### src/sv/pbaw_pkg.sv
// Package: shared types, codes and saturating fixed-point helpers for the PID block.
`timescale 1ns / 1ps
`default_nettype none
package pbaw_pkg;

  localparam int FRAC_BITS = 16;
  localparam int DATA_W    = 32;
  localparam int PROD_W    = 2 * DATA_W + 1;
  localparam int CFG_IDX_W = 4;

  typedef logic signed [DATA_W-1:0] word_t;
  typedef logic signed [PROD_W-1:0] prod_t;

  localparam word_t WORD_MAX = {1'b0, {(DATA_W-1){1'b1}}};
  localparam word_t WORD_MIN = {1'b1, {(DATA_W-1){1'b0}}};
  localparam prod_t ROUND_HALF = prod_t'(1) << (FRAC_BITS - 1);

  typedef enum logic [CFG_IDX_W-1:0] {
    REG_PROP_GAIN       = 4'd0,
    REG_SETPOINT_WEIGHT = 4'd1,
    REG_DERIV_POLE      = 4'd2,
    REG_DERIV_GAIN      = 4'd3,
    REG_INTEGRAL_COEFF  = 4'd4,
    REG_TRACKING_COEFF  = 4'd5,
    REG_MAX_DRIVE       = 4'd6,
    REG_MIN_DRIVE       = 4'd7
  } reg_idx_e;

  // Sequencer states; the datapath also reads the state as its step code.
  typedef enum logic [3:0] {
    ST_IDLE,
    ST_SW,
    ST_T,
    ST_KP,
    ST_DG,
    ST_KI,
    ST_PID,
    ST_V,
    ST_UV,
    ST_TC,
    ST_DONE,
    ST_CLR
  } state_e;

  typedef struct packed {
    logic   load;
    state_e step;
    logic   commit;
  } dp_cmd_t;

  typedef struct packed {
    logic clear_req;
  } dp_stat_t;

  function automatic word_t sat33(input logic signed [DATA_W:0] v);
    word_t r;
    if (v[DATA_W] != v[DATA_W-1]) begin
      r = v[DATA_W] ? WORD_MIN : WORD_MAX;
    end else begin
      r = v[DATA_W-1:0];
    end
    return r;
  endfunction

  function automatic word_t sadd(input word_t a, input word_t b);
    logic signed [DATA_W:0] s;
    s = {a[DATA_W-1], a} + {b[DATA_W-1], b};
    return sat33(s);
  endfunction

  function automatic word_t ssub(input word_t a, input word_t b);
    logic signed [DATA_W:0] s;
    s = {a[DATA_W-1], a} - {b[DATA_W-1], b};
    return sat33(s);
  endfunction

  // Rounded product already carries the half LSB; floor shift and saturate.
  function automatic word_t sat_prod(input prod_t p);
    prod_t s;
    word_t r;
    s = p >>> FRAC_BITS;
    if ((&s[PROD_W-1:DATA_W-1]) || !(|s[PROD_W-1:DATA_W-1])) begin
      r = s[DATA_W-1:0];
    end else begin
      r = s[PROD_W-1] ? WORD_MIN : WORD_MAX;
    end
    return r;
  endfunction

endpackage
`default_nettype wire

### src/sv/pbaw_if.sv
// Interfaces: input, result and configuration channels of the PID block.
`timescale 1ns / 1ps
`default_nettype none
interface pbaw_in_if;
  logic                  valid;
  logic                  ready;
  logic                  command;
  pbaw_pkg::word_t       measurement;
  pbaw_pkg::word_t       target;
  pbaw_pkg::word_t       feedforward;
  modport source (output valid, command, measurement, target, feedforward, input ready);
  modport sink   (input valid, command, measurement, target, feedforward, output ready);
endinterface

interface pbaw_out_if;
  logic            valid;
  logic            ready;
  pbaw_pkg::word_t drive;
  pbaw_pkg::word_t unclamped_drive;
  pbaw_pkg::word_t pid_sum;
  modport source (output valid, drive, unclamped_drive, pid_sum, input ready);
  modport sink   (input valid, drive, unclamped_drive, pid_sum, output ready);
endinterface

interface pbaw_cfg_if;
  logic                             valid;
  logic                             ready;
  logic [pbaw_pkg::CFG_IDX_W-1:0]   index;
  pbaw_pkg::word_t                  data;
  modport source (output valid, index, data, input ready);
  modport sink   (input valid, index, data, output ready);
endinterface
`default_nettype wire

### src/sv/pbaw_ctrl.sv
// Controller: step sequencer and result-valid handling for the PID block.
`timescale 1ns / 1ps
`default_nettype none
module pbaw_ctrl (
  input  wire logic               clk_i,
  input  wire logic               rst_ni,
  input  wire logic               in_valid_i,
  output logic                    in_ready_o,
  output logic                    out_valid_o,
  input  wire logic               out_ready_i,
  input  wire pbaw_pkg::dp_stat_t stat_i,
  output pbaw_pkg::dp_cmd_t       cmd_o
);

  pbaw_pkg::state_e state_q, state_d;
  logic out_valid_q, out_valid_d;
  logic out_free;

  assign out_free = !out_valid_q || out_ready_i;

  always_ff @(posedge clk_i or negedge rst_ni) begin
    if (!rst_ni) begin
      state_q     <= pbaw_pkg::ST_IDLE;
      out_valid_q <= 1'b0;
    end else begin
      state_q     <= state_d;
      out_valid_q <= out_valid_d;
    end
  end

  always_comb begin
    state_d     = state_q;
    in_ready_o  = 1'b0;
    cmd_o.load   = 1'b0;
    cmd_o.step   = state_q;
    cmd_o.commit = 1'b0;
    unique case (state_q)
      pbaw_pkg::ST_IDLE: begin
        in_ready_o = 1'b1;
        if (in_valid_i) begin
          cmd_o.load = 1'b1;
          state_d = stat_i.clear_req ? pbaw_pkg::ST_CLR : pbaw_pkg::ST_SW;
        end
      end
      pbaw_pkg::ST_SW:  state_d = pbaw_pkg::ST_T;
      pbaw_pkg::ST_T:   state_d = pbaw_pkg::ST_KP;
      pbaw_pkg::ST_KP:  state_d = pbaw_pkg::ST_DG;
      pbaw_pkg::ST_DG:  state_d = pbaw_pkg::ST_KI;
      pbaw_pkg::ST_KI:  state_d = pbaw_pkg::ST_PID;
      pbaw_pkg::ST_PID: state_d = pbaw_pkg::ST_V;
      pbaw_pkg::ST_V:   state_d = pbaw_pkg::ST_UV;
      pbaw_pkg::ST_UV:  state_d = pbaw_pkg::ST_TC;
      pbaw_pkg::ST_TC:  state_d = pbaw_pkg::ST_DONE;
      pbaw_pkg::ST_DONE, pbaw_pkg::ST_CLR: begin
        // hold until the output register can take the beat
        if (out_free) begin
          cmd_o.commit = 1'b1;
          state_d = pbaw_pkg::ST_IDLE;
        end
      end
      default: state_d = pbaw_pkg::ST_IDLE;
    endcase
  end

  always_comb begin
    out_valid_d = out_valid_q;
    if (cmd_o.commit) begin
      out_valid_d = 1'b1;
    end else if (out_ready_i) begin
      out_valid_d = 1'b0;
    end
  end

  assign out_valid_o = out_valid_q;

  a_ready_only_idle: assert property (@(posedge clk_i) disable iff (!rst_ni)
    in_ready_o |-> (state_q == pbaw_pkg::ST_IDLE))
    else $error("input ready outside idle");
  a_commit_free: assert property (@(posedge clk_i) disable iff (!rst_ni)
    cmd_o.commit |-> out_free)
    else $error("commit would overwrite a pending result");
  a_accept_busy: assert property (@(posedge clk_i) disable iff (!rst_ni)
    (in_valid_i && in_ready_o) |=> !in_ready_o)
    else $error("second beat taken while busy");
  a_valid_from_commit: assert property (@(posedge clk_i) disable iff (!rst_ni)
    $rose(out_valid_q) |-> $past(cmd_o.commit))
    else $error("result valid without commit");

endmodule
`default_nettype wire

### src/sv/pbaw_dp.sv
// Datapath: configuration, controller state, shared rounding multiplier and result registers.
`timescale 1ns / 1ps
`default_nettype none
module pbaw_dp (
  input  wire logic                           clk_i,
  input  wire logic                           rst_ni,
  input  wire logic                           cfg_we_i,
  input  wire logic [pbaw_pkg::CFG_IDX_W-1:0] cfg_index_i,
  input  wire pbaw_pkg::word_t                cfg_data_i,
  input  wire logic                           command_i,
  input  wire pbaw_pkg::word_t                measurement_i,
  input  wire pbaw_pkg::word_t                target_i,
  input  wire pbaw_pkg::word_t                feedforward_i,
  input  wire pbaw_pkg::dp_cmd_t              cmd_i,
  output pbaw_pkg::dp_stat_t                  stat_o,
  output pbaw_pkg::word_t                     drive_o,
  output pbaw_pkg::word_t                     unclamped_drive_o,
  output pbaw_pkg::word_t                     pid_sum_o
);

  pbaw_pkg::word_t kp_q, sw_q, pole_q, dg_q, ki_c_q, tc_q, max_q, min_q;
  pbaw_pkg::word_t integ_q, last_d_q, last_m_q;
  pbaw_pkg::word_t meas_q, tgt_q, ff_q;
  pbaw_pkg::word_t dm_q, err_q, t_q, d1_q, p_q, d_q, ki_q, pid_q, v_q, u_q, uv_q;
  pbaw_pkg::word_t drive_q, unc_q, sum_q;
  pbaw_pkg::prod_t prod_q, prod_d;
  pbaw_pkg::word_t op_a, op_b, r, v_s, u_s;
  logic signed [2*pbaw_pkg::DATA_W-1:0] mp;
  logic mul_en;

  assign stat_o.clear_req = command_i;

  // configuration registers
  always_ff @(posedge clk_i or negedge rst_ni) begin
    if (!rst_ni) begin
      kp_q   <= '0;
      sw_q   <= '0;
      pole_q <= '0;
      dg_q   <= '0;
      ki_c_q <= '0;
      tc_q   <= '0;
      max_q  <= pbaw_pkg::word_t'(1) <<< pbaw_pkg::FRAC_BITS;
      min_q  <= '0;
    end else if (cfg_we_i) begin
      unique case (cfg_index_i)
        pbaw_pkg::REG_PROP_GAIN:       kp_q   <= cfg_data_i;
        pbaw_pkg::REG_SETPOINT_WEIGHT: sw_q   <= cfg_data_i;
        pbaw_pkg::REG_DERIV_POLE:      pole_q <= cfg_data_i;
        pbaw_pkg::REG_DERIV_GAIN:      dg_q   <= cfg_data_i;
        pbaw_pkg::REG_INTEGRAL_COEFF:  ki_c_q <= cfg_data_i;
        pbaw_pkg::REG_TRACKING_COEFF:  tc_q   <= cfg_data_i;
        pbaw_pkg::REG_MAX_DRIVE:       max_q  <= cfg_data_i;
        pbaw_pkg::REG_MIN_DRIVE:       min_q  <= cfg_data_i;
        default: ;
      endcase
    end
  end

  // operand select for the shared multiplier
  always_comb begin
    op_a   = '0;
    op_b   = '0;
    mul_en = 1'b1;
    case (cmd_i.step)
      pbaw_pkg::ST_SW: begin op_a = sw_q;   op_b = tgt_q;    end
      pbaw_pkg::ST_T:  begin op_a = pole_q; op_b = last_d_q; end
      pbaw_pkg::ST_KP: begin op_a = kp_q;   op_b = t_q;      end
      pbaw_pkg::ST_DG: begin op_a = dg_q;   op_b = dm_q;     end
      pbaw_pkg::ST_KI: begin op_a = ki_c_q; op_b = err_q;    end
      pbaw_pkg::ST_TC: begin op_a = tc_q;   op_b = uv_q;     end
      default:         mul_en = 1'b0;
    endcase
  end

  assign mp     = op_a * op_b;
  assign prod_d = {mp[2*pbaw_pkg::DATA_W-1], mp} + pbaw_pkg::ROUND_HALF;
  assign r      = pbaw_pkg::sat_prod(prod_q);

  // upper clamp first, then lower: inverted limits give min_drive
  always_comb begin
    v_s = pbaw_pkg::sadd(pid_q, ff_q);
    u_s = (v_s > max_q) ? max_q : v_s;
    u_s = (u_s < min_q) ? min_q : u_s;
  end

  always_ff @(posedge clk_i) begin
    if (mul_en) begin
      prod_q <= prod_d;
    end
    if (cmd_i.load) begin
      meas_q <= measurement_i;
      tgt_q  <= target_i;
      ff_q   <= feedforward_i;
    end
    case (cmd_i.step)
      pbaw_pkg::ST_SW: begin
        dm_q  <= pbaw_pkg::ssub(meas_q, last_m_q);
        err_q <= pbaw_pkg::ssub(tgt_q, meas_q);
      end
      pbaw_pkg::ST_T:   t_q  <= pbaw_pkg::ssub(r, meas_q);
      pbaw_pkg::ST_KP:  d1_q <= r;
      pbaw_pkg::ST_DG:  p_q  <= r;
      pbaw_pkg::ST_KI:  d_q  <= pbaw_pkg::ssub(d1_q, r);
      pbaw_pkg::ST_PID: begin
        ki_q  <= r;
        pid_q <= pbaw_pkg::sadd(pbaw_pkg::sadd(p_q, d_q), integ_q);
      end
      pbaw_pkg::ST_V: begin
        v_q <= v_s;
        u_q <= u_s;
      end
      pbaw_pkg::ST_UV:  uv_q <= pbaw_pkg::ssub(u_q, v_q);
      pbaw_pkg::ST_DONE: begin
        if (cmd_i.commit) begin
          drive_q <= u_q;
          unc_q   <= v_q;
          sum_q   <= pid_q;
        end
      end
      pbaw_pkg::ST_CLR: begin
        if (cmd_i.commit) begin
          drive_q <= '0;
          unc_q   <= '0;
          sum_q   <= '0;
        end
      end
      default: ;
    endcase
  end

  // controller state carried across steps
  always_ff @(posedge clk_i or negedge rst_ni) begin
    if (!rst_ni) begin
      integ_q  <= '0;
      last_d_q <= '0;
      last_m_q <= '0;
    end else begin
      case (cmd_i.step)
        pbaw_pkg::ST_V: integ_q <= pbaw_pkg::sadd(integ_q, ki_q);
        pbaw_pkg::ST_DONE: begin
          if (cmd_i.commit) begin
            integ_q  <= pbaw_pkg::sadd(integ_q, r);
            last_m_q <= meas_q;
            last_d_q <= d_q;
          end
        end
        pbaw_pkg::ST_CLR: begin
          if (cmd_i.commit) begin
            integ_q  <= '0;
            last_m_q <= '0;
            last_d_q <= '0;
          end
        end
        default: ;
      endcase
    end
  end

  assign drive_o           = drive_q;
  assign unclamped_drive_o = unc_q;
  assign pid_sum_o         = sum_q;

endmodule
`default_nettype wire

### src/sv/pid_backcalc_antiwindup.sv
// Top level: PID step with setpoint weighting, filtered derivative and back-calculation.
// The block computes one discrete PID step per input beat in signed Q16.16 with saturating
// arithmetic and round-half-up products. A compute beat passes from acceptance through ten
// sequencer steps before its result stands in the output register; a clear beat passes
// through the clear step. The steps are set by the single shared 32x32 multiplier, which is
// used for six products in sequence, each registered before its result is used. One item
// is in work at a time: input ready is high only while the sequencer is idle, so a new
// beat is taken only after the previous one is through. The result sits in an output
// register, so the next beat may be accepted while the previous result still waits; the
// sequencer holds its last step until that register is free. Configuration writes are
// always ready and must only be issued while the block is idle; indices above 7 are
// dropped. A clear command zeroes the integrator, the previous measurement and the
// previous derivative and returns a result of all zeros.
`timescale 1ns / 1ps
`default_nettype none
module pid_backcalc_antiwindup (
  input  wire logic  clk_i,
  input  wire logic  rst_ni,
  pbaw_in_if.sink    in_i,
  pbaw_out_if.source out_o,
  pbaw_cfg_if.sink   cfg_i
);

  pbaw_pkg::dp_cmd_t  cmd;
  pbaw_pkg::dp_stat_t stat;

  // configuration never stalls
  assign cfg_i.ready = 1'b1;

  pbaw_ctrl u_ctrl (
    .clk_i       (clk_i),
    .rst_ni      (rst_ni),
    .in_valid_i  (in_i.valid),
    .in_ready_o  (in_i.ready),
    .out_valid_o (out_o.valid),
    .out_ready_i (out_o.ready),
    .stat_i      (stat),
    .cmd_o       (cmd)
  );

  pbaw_dp u_dp (
    .clk_i             (clk_i),
    .rst_ni            (rst_ni),
    .cfg_we_i          (cfg_i.valid),
    .cfg_index_i       (cfg_i.index),
    .cfg_data_i        (cfg_i.data),
    .command_i         (in_i.command),
    .measurement_i     (in_i.measurement),
    .target_i          (in_i.target),
    .feedforward_i     (in_i.feedforward),
    .cmd_i             (cmd),
    .stat_o            (stat),
    .drive_o           (out_o.drive),
    .unclamped_drive_o (out_o.unclamped_drive),
    .pid_sum_o         (out_o.pid_sum)
  );

endmodule
`default_nettype wire
### src/flat_wrapper.sv
// flat-port wrapper written by rule: the top's interface ports become plain ports
module pid_backcalc_antiwindup_flat 
  (clk_i, rst_ni, in_i_valid, in_i_command, in_i_measurement, in_i_target, in_i_feedforward, in_i_ready, out_o_valid, out_o_drive, out_o_unclamped_drive, out_o_pid_sum, out_o_ready, cfg_i_valid, cfg_i_index, cfg_i_data, cfg_i_ready);
  pbaw_in_if in_i_i ();
  pbaw_out_if out_o_i ();
  pbaw_cfg_if cfg_i_i ();
  input  wire logic clk_i;
  input  wire logic rst_ni;
  input wire logic [$bits(in_i_i.valid)-1:0] in_i_valid;
  input wire logic [$bits(in_i_i.command)-1:0] in_i_command;
  input wire logic [$bits(in_i_i.measurement)-1:0] in_i_measurement;
  input wire logic [$bits(in_i_i.target)-1:0] in_i_target;
  input wire logic [$bits(in_i_i.feedforward)-1:0] in_i_feedforward;
  output wire logic [$bits(in_i_i.ready)-1:0] in_i_ready;
  output wire logic [$bits(out_o_i.valid)-1:0] out_o_valid;
  output wire logic [$bits(out_o_i.drive)-1:0] out_o_drive;
  output wire logic [$bits(out_o_i.unclamped_drive)-1:0] out_o_unclamped_drive;
  output wire logic [$bits(out_o_i.pid_sum)-1:0] out_o_pid_sum;
  input wire logic [$bits(out_o_i.ready)-1:0] out_o_ready;
  input wire logic [$bits(cfg_i_i.valid)-1:0] cfg_i_valid;
  input wire logic [$bits(cfg_i_i.index)-1:0] cfg_i_index;
  input wire logic [$bits(cfg_i_i.data)-1:0] cfg_i_data;
  output wire logic [$bits(cfg_i_i.ready)-1:0] cfg_i_ready;
  assign in_i_i.valid = in_i_valid;
  assign in_i_i.command = in_i_command;
  assign in_i_i.measurement = in_i_measurement;
  assign in_i_i.target = in_i_target;
  assign in_i_i.feedforward = in_i_feedforward;
  assign in_i_ready = in_i_i.ready;
  assign out_o_valid = out_o_i.valid;
  assign out_o_drive = out_o_i.drive;
  assign out_o_unclamped_drive = out_o_i.unclamped_drive;
  assign out_o_pid_sum = out_o_i.pid_sum;
  assign out_o_i.ready = out_o_ready;
  assign cfg_i_i.valid = cfg_i_valid;
  assign cfg_i_i.index = cfg_i_index;
  assign cfg_i_i.data = cfg_i_data;
  assign cfg_i_ready = cfg_i_i.ready;
  pid_backcalc_antiwindup u_core (.clk_i(clk_i), .rst_ni(rst_ni), .in_i(in_i_i), .out_o(out_o_i), .cfg_i(cfg_i_i));
endmodule
### config.mk
export PLATFORM = sky130hd
export DESIGN_NAME = pid_backcalc_antiwindup_flat
export DESIGN_NICKNAME = d
export VERILOG_FILES = /design/src/sv/pbaw_pkg.sv /design/src/sv/pbaw_if.sv /design/src/sv/pbaw_ctrl.sv /design/src/sv/pbaw_dp.sv /design/src/sv/pid_backcalc_antiwindup.sv /design/src/flat_wrapper.sv
export SDC_FILE = /design/constraint.sdc
export NUM_CORES = 2
export LEC_CHECK = 0
export BUFFER_PORTS_ARGS = -buffer_cell sky130_fd_sc_hd__buf_2
export CELL_PAD_IN_SITES_DETAIL_PLACEMENT = 0
export CELL_PAD_IN_SITES_GLOBAL_PLACEMENT = 2
export CORE_ASPECT_RATIO = 0.5
export CORE_MARGIN = 1
export CORE_UTILIZATION = 40
export DETAILED_ROUTE_END_ITERATION = 8
export PLACE_DENSITY_LB_ADDON = 0.12
export SKIP_LAST_GASP = 1
export SLEW_MARGIN = 20
export SYNTH_ARGS = -nofsm -noshare
export SYNTH_HDL_FRONTEND = slang
export SYNTH_SLANG_ARGS = --single-unit
### constraint.sdc
create_clock -name clk_i -period 13 [get_ports clk_i]
set_input_delay 0 -clock clk_i [delete_from_list [all_inputs] [get_ports clk_i]]
set_output_delay 0 -clock clk_i [all_outputs]
set_load 0.05 [all_outputs]
== Word-level counts from Yosys, hierarchy flattened ==
Index checks and enable logic that the tools add are counted.
Storage, ports and cells
  bits in registers: 966
  input port bits: 138
  output and inout port bits: 99
Cells by class
  add/sub/neg operators: 11
  multipliers: 1
  magnitude comparators: 2
  eq/ne operators: 32
  muxes and demuxes: 52
  reduce and logical (&&, ||, !) cells: 24
Operators by type and width (number)
  32-bit 2-to-1 mux: 32
  32-bit case mux with 6 select lines: 2
  32-bit case mux with 2 select lines: 5
  32-bit by 32-bit adder with 33-bit output: 5
  32-bit by 32-bit subtractor with 33-bit output: 5
  32-bit case mux with 3 select lines: 1
  64-bit by 17-bit adder with 65-bit output, second input constant: 1
  32-bit by 32-bit multiplier with 64-bit output: 1
  4-bit case mux with 11 select lines: 1
  4-bit by 3-bit == test with 1-bit output, second input constant: 8
  32-bit greater-than comparator: 1
  32-bit less-than comparator: 1
  18-bit AND reduction: 1
  2-bit AND reduction: 9
  18-bit OR reduction: 1
  4-bit by 2-bit == test with 1-bit output, second input constant: 4
  4-bit == test, second input constant: 4
  4-bit 2-to-1 mux: 3
  1-bit inequality test: 10
  4-bit by 1-bit == test with 1-bit output, second input constant: 2
  4-bit logical NOT: 2
  1-bit 2-to-1 mux: 8
  3-bit AND reduction: 2
  6-bit OR reduction: 1
  other kinds (7): 12

== Depth between registers and ports, before layout ==
  depth in word-level cells: 9
  gate-level depth with buffers: 40
  gate-level depth less buffers: 37

== By module ==
A second synthesis with hierarchy kept.
Second synthesis, totals
  cell total of the unflattened synthesis: 8855
  area total of the unflattened synthesis: 89930.0 sq um
Modules (own cells, without submodules)
  pbaw_dp: instances 1, cells each 8817, area an instance 89589.7 sq um
  pbaw_ctrl: instances 1, cells each 36, area an instance 329.1 sq um
  pid_backcalc_antiwindup: instances 1, cells each 2, area an instance 11.3 sq um

== Worst setup path before layout ==
Ideal clock, no wire load.
  path type: flip-flop to flip-flop
  start: reg u_core.u_ctrl.state_q[2]
  end: reg u_core.u_dp.prod_q[58], data pin
  arrival time: 11.493 ns
  data required time: 12.742 ns
  slack: 1.249 ns
  stages on the path, launching flop included: 36
  path buffers: 6
  period minus slack after synthesis: 11.751 ns
  cells stage by stage: dfrtp_1 -> buf_2 -> buf_1 -> or2_2 -> nor2_1 -> clkbuf_1 -> clkbuf_1 -> a22oi_1 -> nand3_1 -> clkbuf_1 -> nand2_1 -> fa_1 -> inv_1 -> fa_1 -> inv_1 -> fa_1 -> fa_1 -> inv_1 -> fa_1 -> fa_1 -> fa_1 -> fa_1 -> ha_1 -> buf_2 -> a2111oi_2 -> o21ai_1 -> a221o_1 -> and3_1 -> o31ai_1 -> nand3_1 -> a221oi_2 -> nand2b_1 -> a21o_1 -> a311o_1 -> a21oi_2 -> xnor2_1
Between the ends
  cells in the longest elaborated chain, start to end: 4
  elaborated cells on any way between the ends: 10
  classes of those cells: add/sub: 1; mul: 1; eq/ne: 6; mux: 2
Ends and longest elaborated chain
  from (decl): line pbaw_ctrl.sv:15  | pbaw_pkg::state_e state_q, state_d;
  from (signal assigned): line pbaw_ctrl.sv:23  | state_q <= pbaw_pkg::ST_IDLE;
  from (signal assigned): line pbaw_ctrl.sv:26  | state_q <= state_d;
  4-bit == test, or another cell as far along: line pbaw_dp.sv:64  | case (cmd_i.step)
  32-bit case mux with 6 select lines: line pbaw_dp.sv:64
  32-bit by 32-bit multiplier with 64-bit output *: line pbaw_dp.sv:75  | assign mp = op_a * op_b;
  64-bit by 17-bit adder with 65-bit output *: line pbaw_dp.sv:76  | assign prod_d = {mp[2*pbaw_pkg::DATA_W-1], mp} + pbaw_pkg::ROUND_HALF;
  net u_core.u_dp.prod_d[58]: line pbaw_dp.sv:26  | pbaw_pkg::prod_t prod_q, prod_d;
  to (signal assigned): line pbaw_dp.sv:88  | prod_q <= prod_d;
  to (decl): line pbaw_dp.sv:26
The timed path passes the listed nets; every way through them passes the cells marked *.
A chain may end at the register's enable or synchronous reset.

== Worst setup path after layout ==
  start: reg u_core.u_ctrl.state_q[3]
  end: reg u_core.u_dp.prod_q[58], data pin
Same word-level chain as after synthesis.

==> metrics.txt <==
Avg Vias per Cell 5.49; CP most frequent cell fa_1; RSZ-0062 raised after global routing false; asr flop ratio synth 37.6%; Core ar. 222,000 um2; vias in the first global route 69.4k; critical path's slowest cell nor2_4; final instance area 100,000 um2; dpl cell area 94,500 um2; TritonCTS sink count 950; Die X 671 um; synthesized-area fraction occupied by adder cells 33.4%; post-synthesis compound-gate area fraction 11.9%; Worst path max stage delay 0.92 ns; Avg WL per Cell 27.5 um; leading area contributor after synthesis fa_1; H-Tree Depth 3; input/output buffers 235; Syn Area/Cell 10.0 um2; TritonCTS buffer count 95; Pre-Repair DR Iteration Count 6; mapped cell area 89,400 um2; Main synth FF type edfxtp_1; Yosys Warn Count 0; crit end category register; final setup TNS 0 ns; Post-Synthesis Cells 8,899; Area Overhead vs Synth 12.1%; dpl hpwl 268,000 um; root buf cell clkbuf_16; vias post-DR 67.7k; multiplexer share of the synthesized area 3.17%; Die Y 336 um; most common cell after layout, fill and taps aside inv_1; measured slew at the worst slew-check pin 1.21 ns; largest net degree at the start of global routing 75; boundary pin count 237; slew margin rel. 19.6%; post-synthesis simple-gate area fraction 10.9%; Final Hold Fails 0; post-route ant nets 0; combinational family with the most area after synthesis adder cells; Max Clock Freq 81.6 MHz; Clock Tree Buf Depth 3; Critical Path Fanout Max 32; final wirelength 339,000 um; Req. time, crit path 13.45 ns; post-CTS setup buffers 0; Slew Viols, Final 0; Setup-failing EPs final 0; Largest register FFs 49; clock latency on the worst-skew pair 0.76 ns; Final Wtd Congestion 0.964; Synth cell types 109; Placement Rows 122; largest register by flop count u_core.u_dp.prod_q; die area 225,000 um2; worst setup path category reg2reg; first-pass GRT wire length 492,000 um; post-CTS sizing 0; CTS clk-pin slew, worst paths 0.07 ns; total track usage 30.1%; outcome completed; Final nets 11.1k; TritonCTS clock tree yes; Synth Area in XOR/XNOR 3.25%; starting density of the core 40.3%; Period Utilization, post-route 94.3%; register bit total from synthesis 950; crit start category register; global route overflow 0; initial antenna violation count 27; leading post-synthesis cells by cell area fa_1, edfxtp_1, dfrtp_1, ha_1, inv_1; skew final 0.0619 ns; share of the synthesized area in the top cell type 24.6%; Fillers 21.5k; EDFF count, synth 593; initial DRC count 5,954; Syn Nets 10.7k; Multi-input gate area 56,200 um2; Hold WC Path Type in2reg; layout cells sized above 1 9.65%; most frequent cells in the layout inv_1, fa_1, nand2_1, nor2_1, edfxtp_1; Seq/Total Area, Yosys 29.9%; Final min period 12.26 ns; max cap viols 0; signal arrival time at the worst endpoint 12.71 ns; DRC Markers 0; FF/Latch Area 26,700 um2
-- what timing repair did --
item                                   CTS  global route
hold buffers                           237             0
endpoints found under the hold margin  549             0
setup endpoints to repair                0             0
-- worst paths after layout --
check | end | start | slack [ns] | cells after the start
worst min-delay path | u_core.u_dp.min_q[5]$_DFFE_PN0P_ | cfg_i_data[5] | 0.19 | 4
worst max-delay path | u_core.u_dp.prod_q[58]$_DFFE_PP_ | u_core.u_ctrl.state_q[3]$_DFFE_PN0P_ | 0.74 | 32
max in group asynchronous | u_core.u_dp.pole_q[17]$_DFFE_PN0P_ | rst_ni | 9.92 | 6
worst max register to register | u_core.u_dp.prod_q[58]$_DFFE_PP_ | u_core.u_ctrl.state_q[3]$_DFFE_PN0P_ | 0.74 | 32
worst min register to register | u_core.u_dp.last_m_q[29]$_DFFE_PN0P_ | u_core.u_dp.last_m_q[29]$_DFFE_PN0P_ | 0.48 | 2
min in group asynchronous | u_core.u_dp.last_m_q[27]$_DFFE_PN0P_ | rst_ni | 0.45 | 4
-- critical path, delay by kind of cell (launching register included) --
kind | cells | cell delay (ns)
AO/OA/AOI/OAI | 8 | 2.72
XOR/XNOR | 1 | 0.07
adder cells (fa/ha/maj) | 9 | 4.34
buffers and inverters | 6 | 0.75
flip-flops | 1 | 0.66
AND/OR/NAND/NOR | 8 | 3.33
-- metrics by stage --
step / worst slack [ns] / hold WS [ns] / instances / utilization, %
floorplan: 1.25 / -0.296 / 8899 / -
global placement: 1.07 / -0.0436 / 11900 / 42.6
detailed placement: 0.988 / -0.0426 / 11900 / 42.6
CTS: 0.911 / 0.137 / 12300 / 45.2
global route: 0.491 / 0.186 / 12300 / 45.2
finish: 0.742 / 0.189 / 12300 / 45.2
-- cell usage after synthesis (29+ instances only) --
| master | n |
|---|---|
| a31oi_1 | 72 |
| maj3_1 | 75 |
| xnor2_1 | 206 |
| mux2_1 | 29 |
| a22oi_1 | 188 |
| a21o_1 | 189 |
| nand2_1 | 853 |
| a21oi_1 | 443 |
| clkbuf_1 | 327 |
| fa_1 | 1100 |
| o21bai_1 | 45 |
| mux2_2 | 213 |
| dfrtp_1 | 356 |
| nor3_1 | 53 |
| nor2_1 | 740 |
| o21ai_0 | 335 |
| edfxtp_1 | 593 |
| nand4_1 | 45 |
| nand3_1 | 124 |
| ha_1 | 561 |
| nor2b_1 | 58 |
| inv_1 | 1356 |
| nand2b_1 | 55 |
| and2_1 | 100 |
| o31ai_1 | 50 |
| and3_1 | 87 |
| xor2_1 | 122 |
| buf_1 | 34 |
| o21a_1 | 69 |
-- kinds of logic after synthesis --
logic type,after synthesis
fa+ha+maj,1739
simple gates,2217
flops,950
compound gates,1658
xor+xnor,330
mux,253
other cells,1
buf+inv,1751
-- metal layers --
metal | vias to the layer above | wire length, um | GRT usage [%]
li1 | 30200 | - | -
met1 | 35000 | 155000 | 43.8
met2 | 2096 | 149000 | 46.8
met3 | 329 | 27100 | 6.14
met4 | 4 | 7290 | 5.87
met5 | - | 23 | 0
-- area by class of cell --
class	count	share of cell area (%)
well taps	2976	3.72
clock buffers	126	2.63
repair buffers	662	5.09
diodes	5	0.0125
clock inverters	54	0.700
flip-flops and latches	950	26.7
inverters	1358	5.09
multi-input cells	6198	56.1
Power is not shown: default switching activity piles up to over one toggle a cycle in this logic, so the estimate is an artifact.
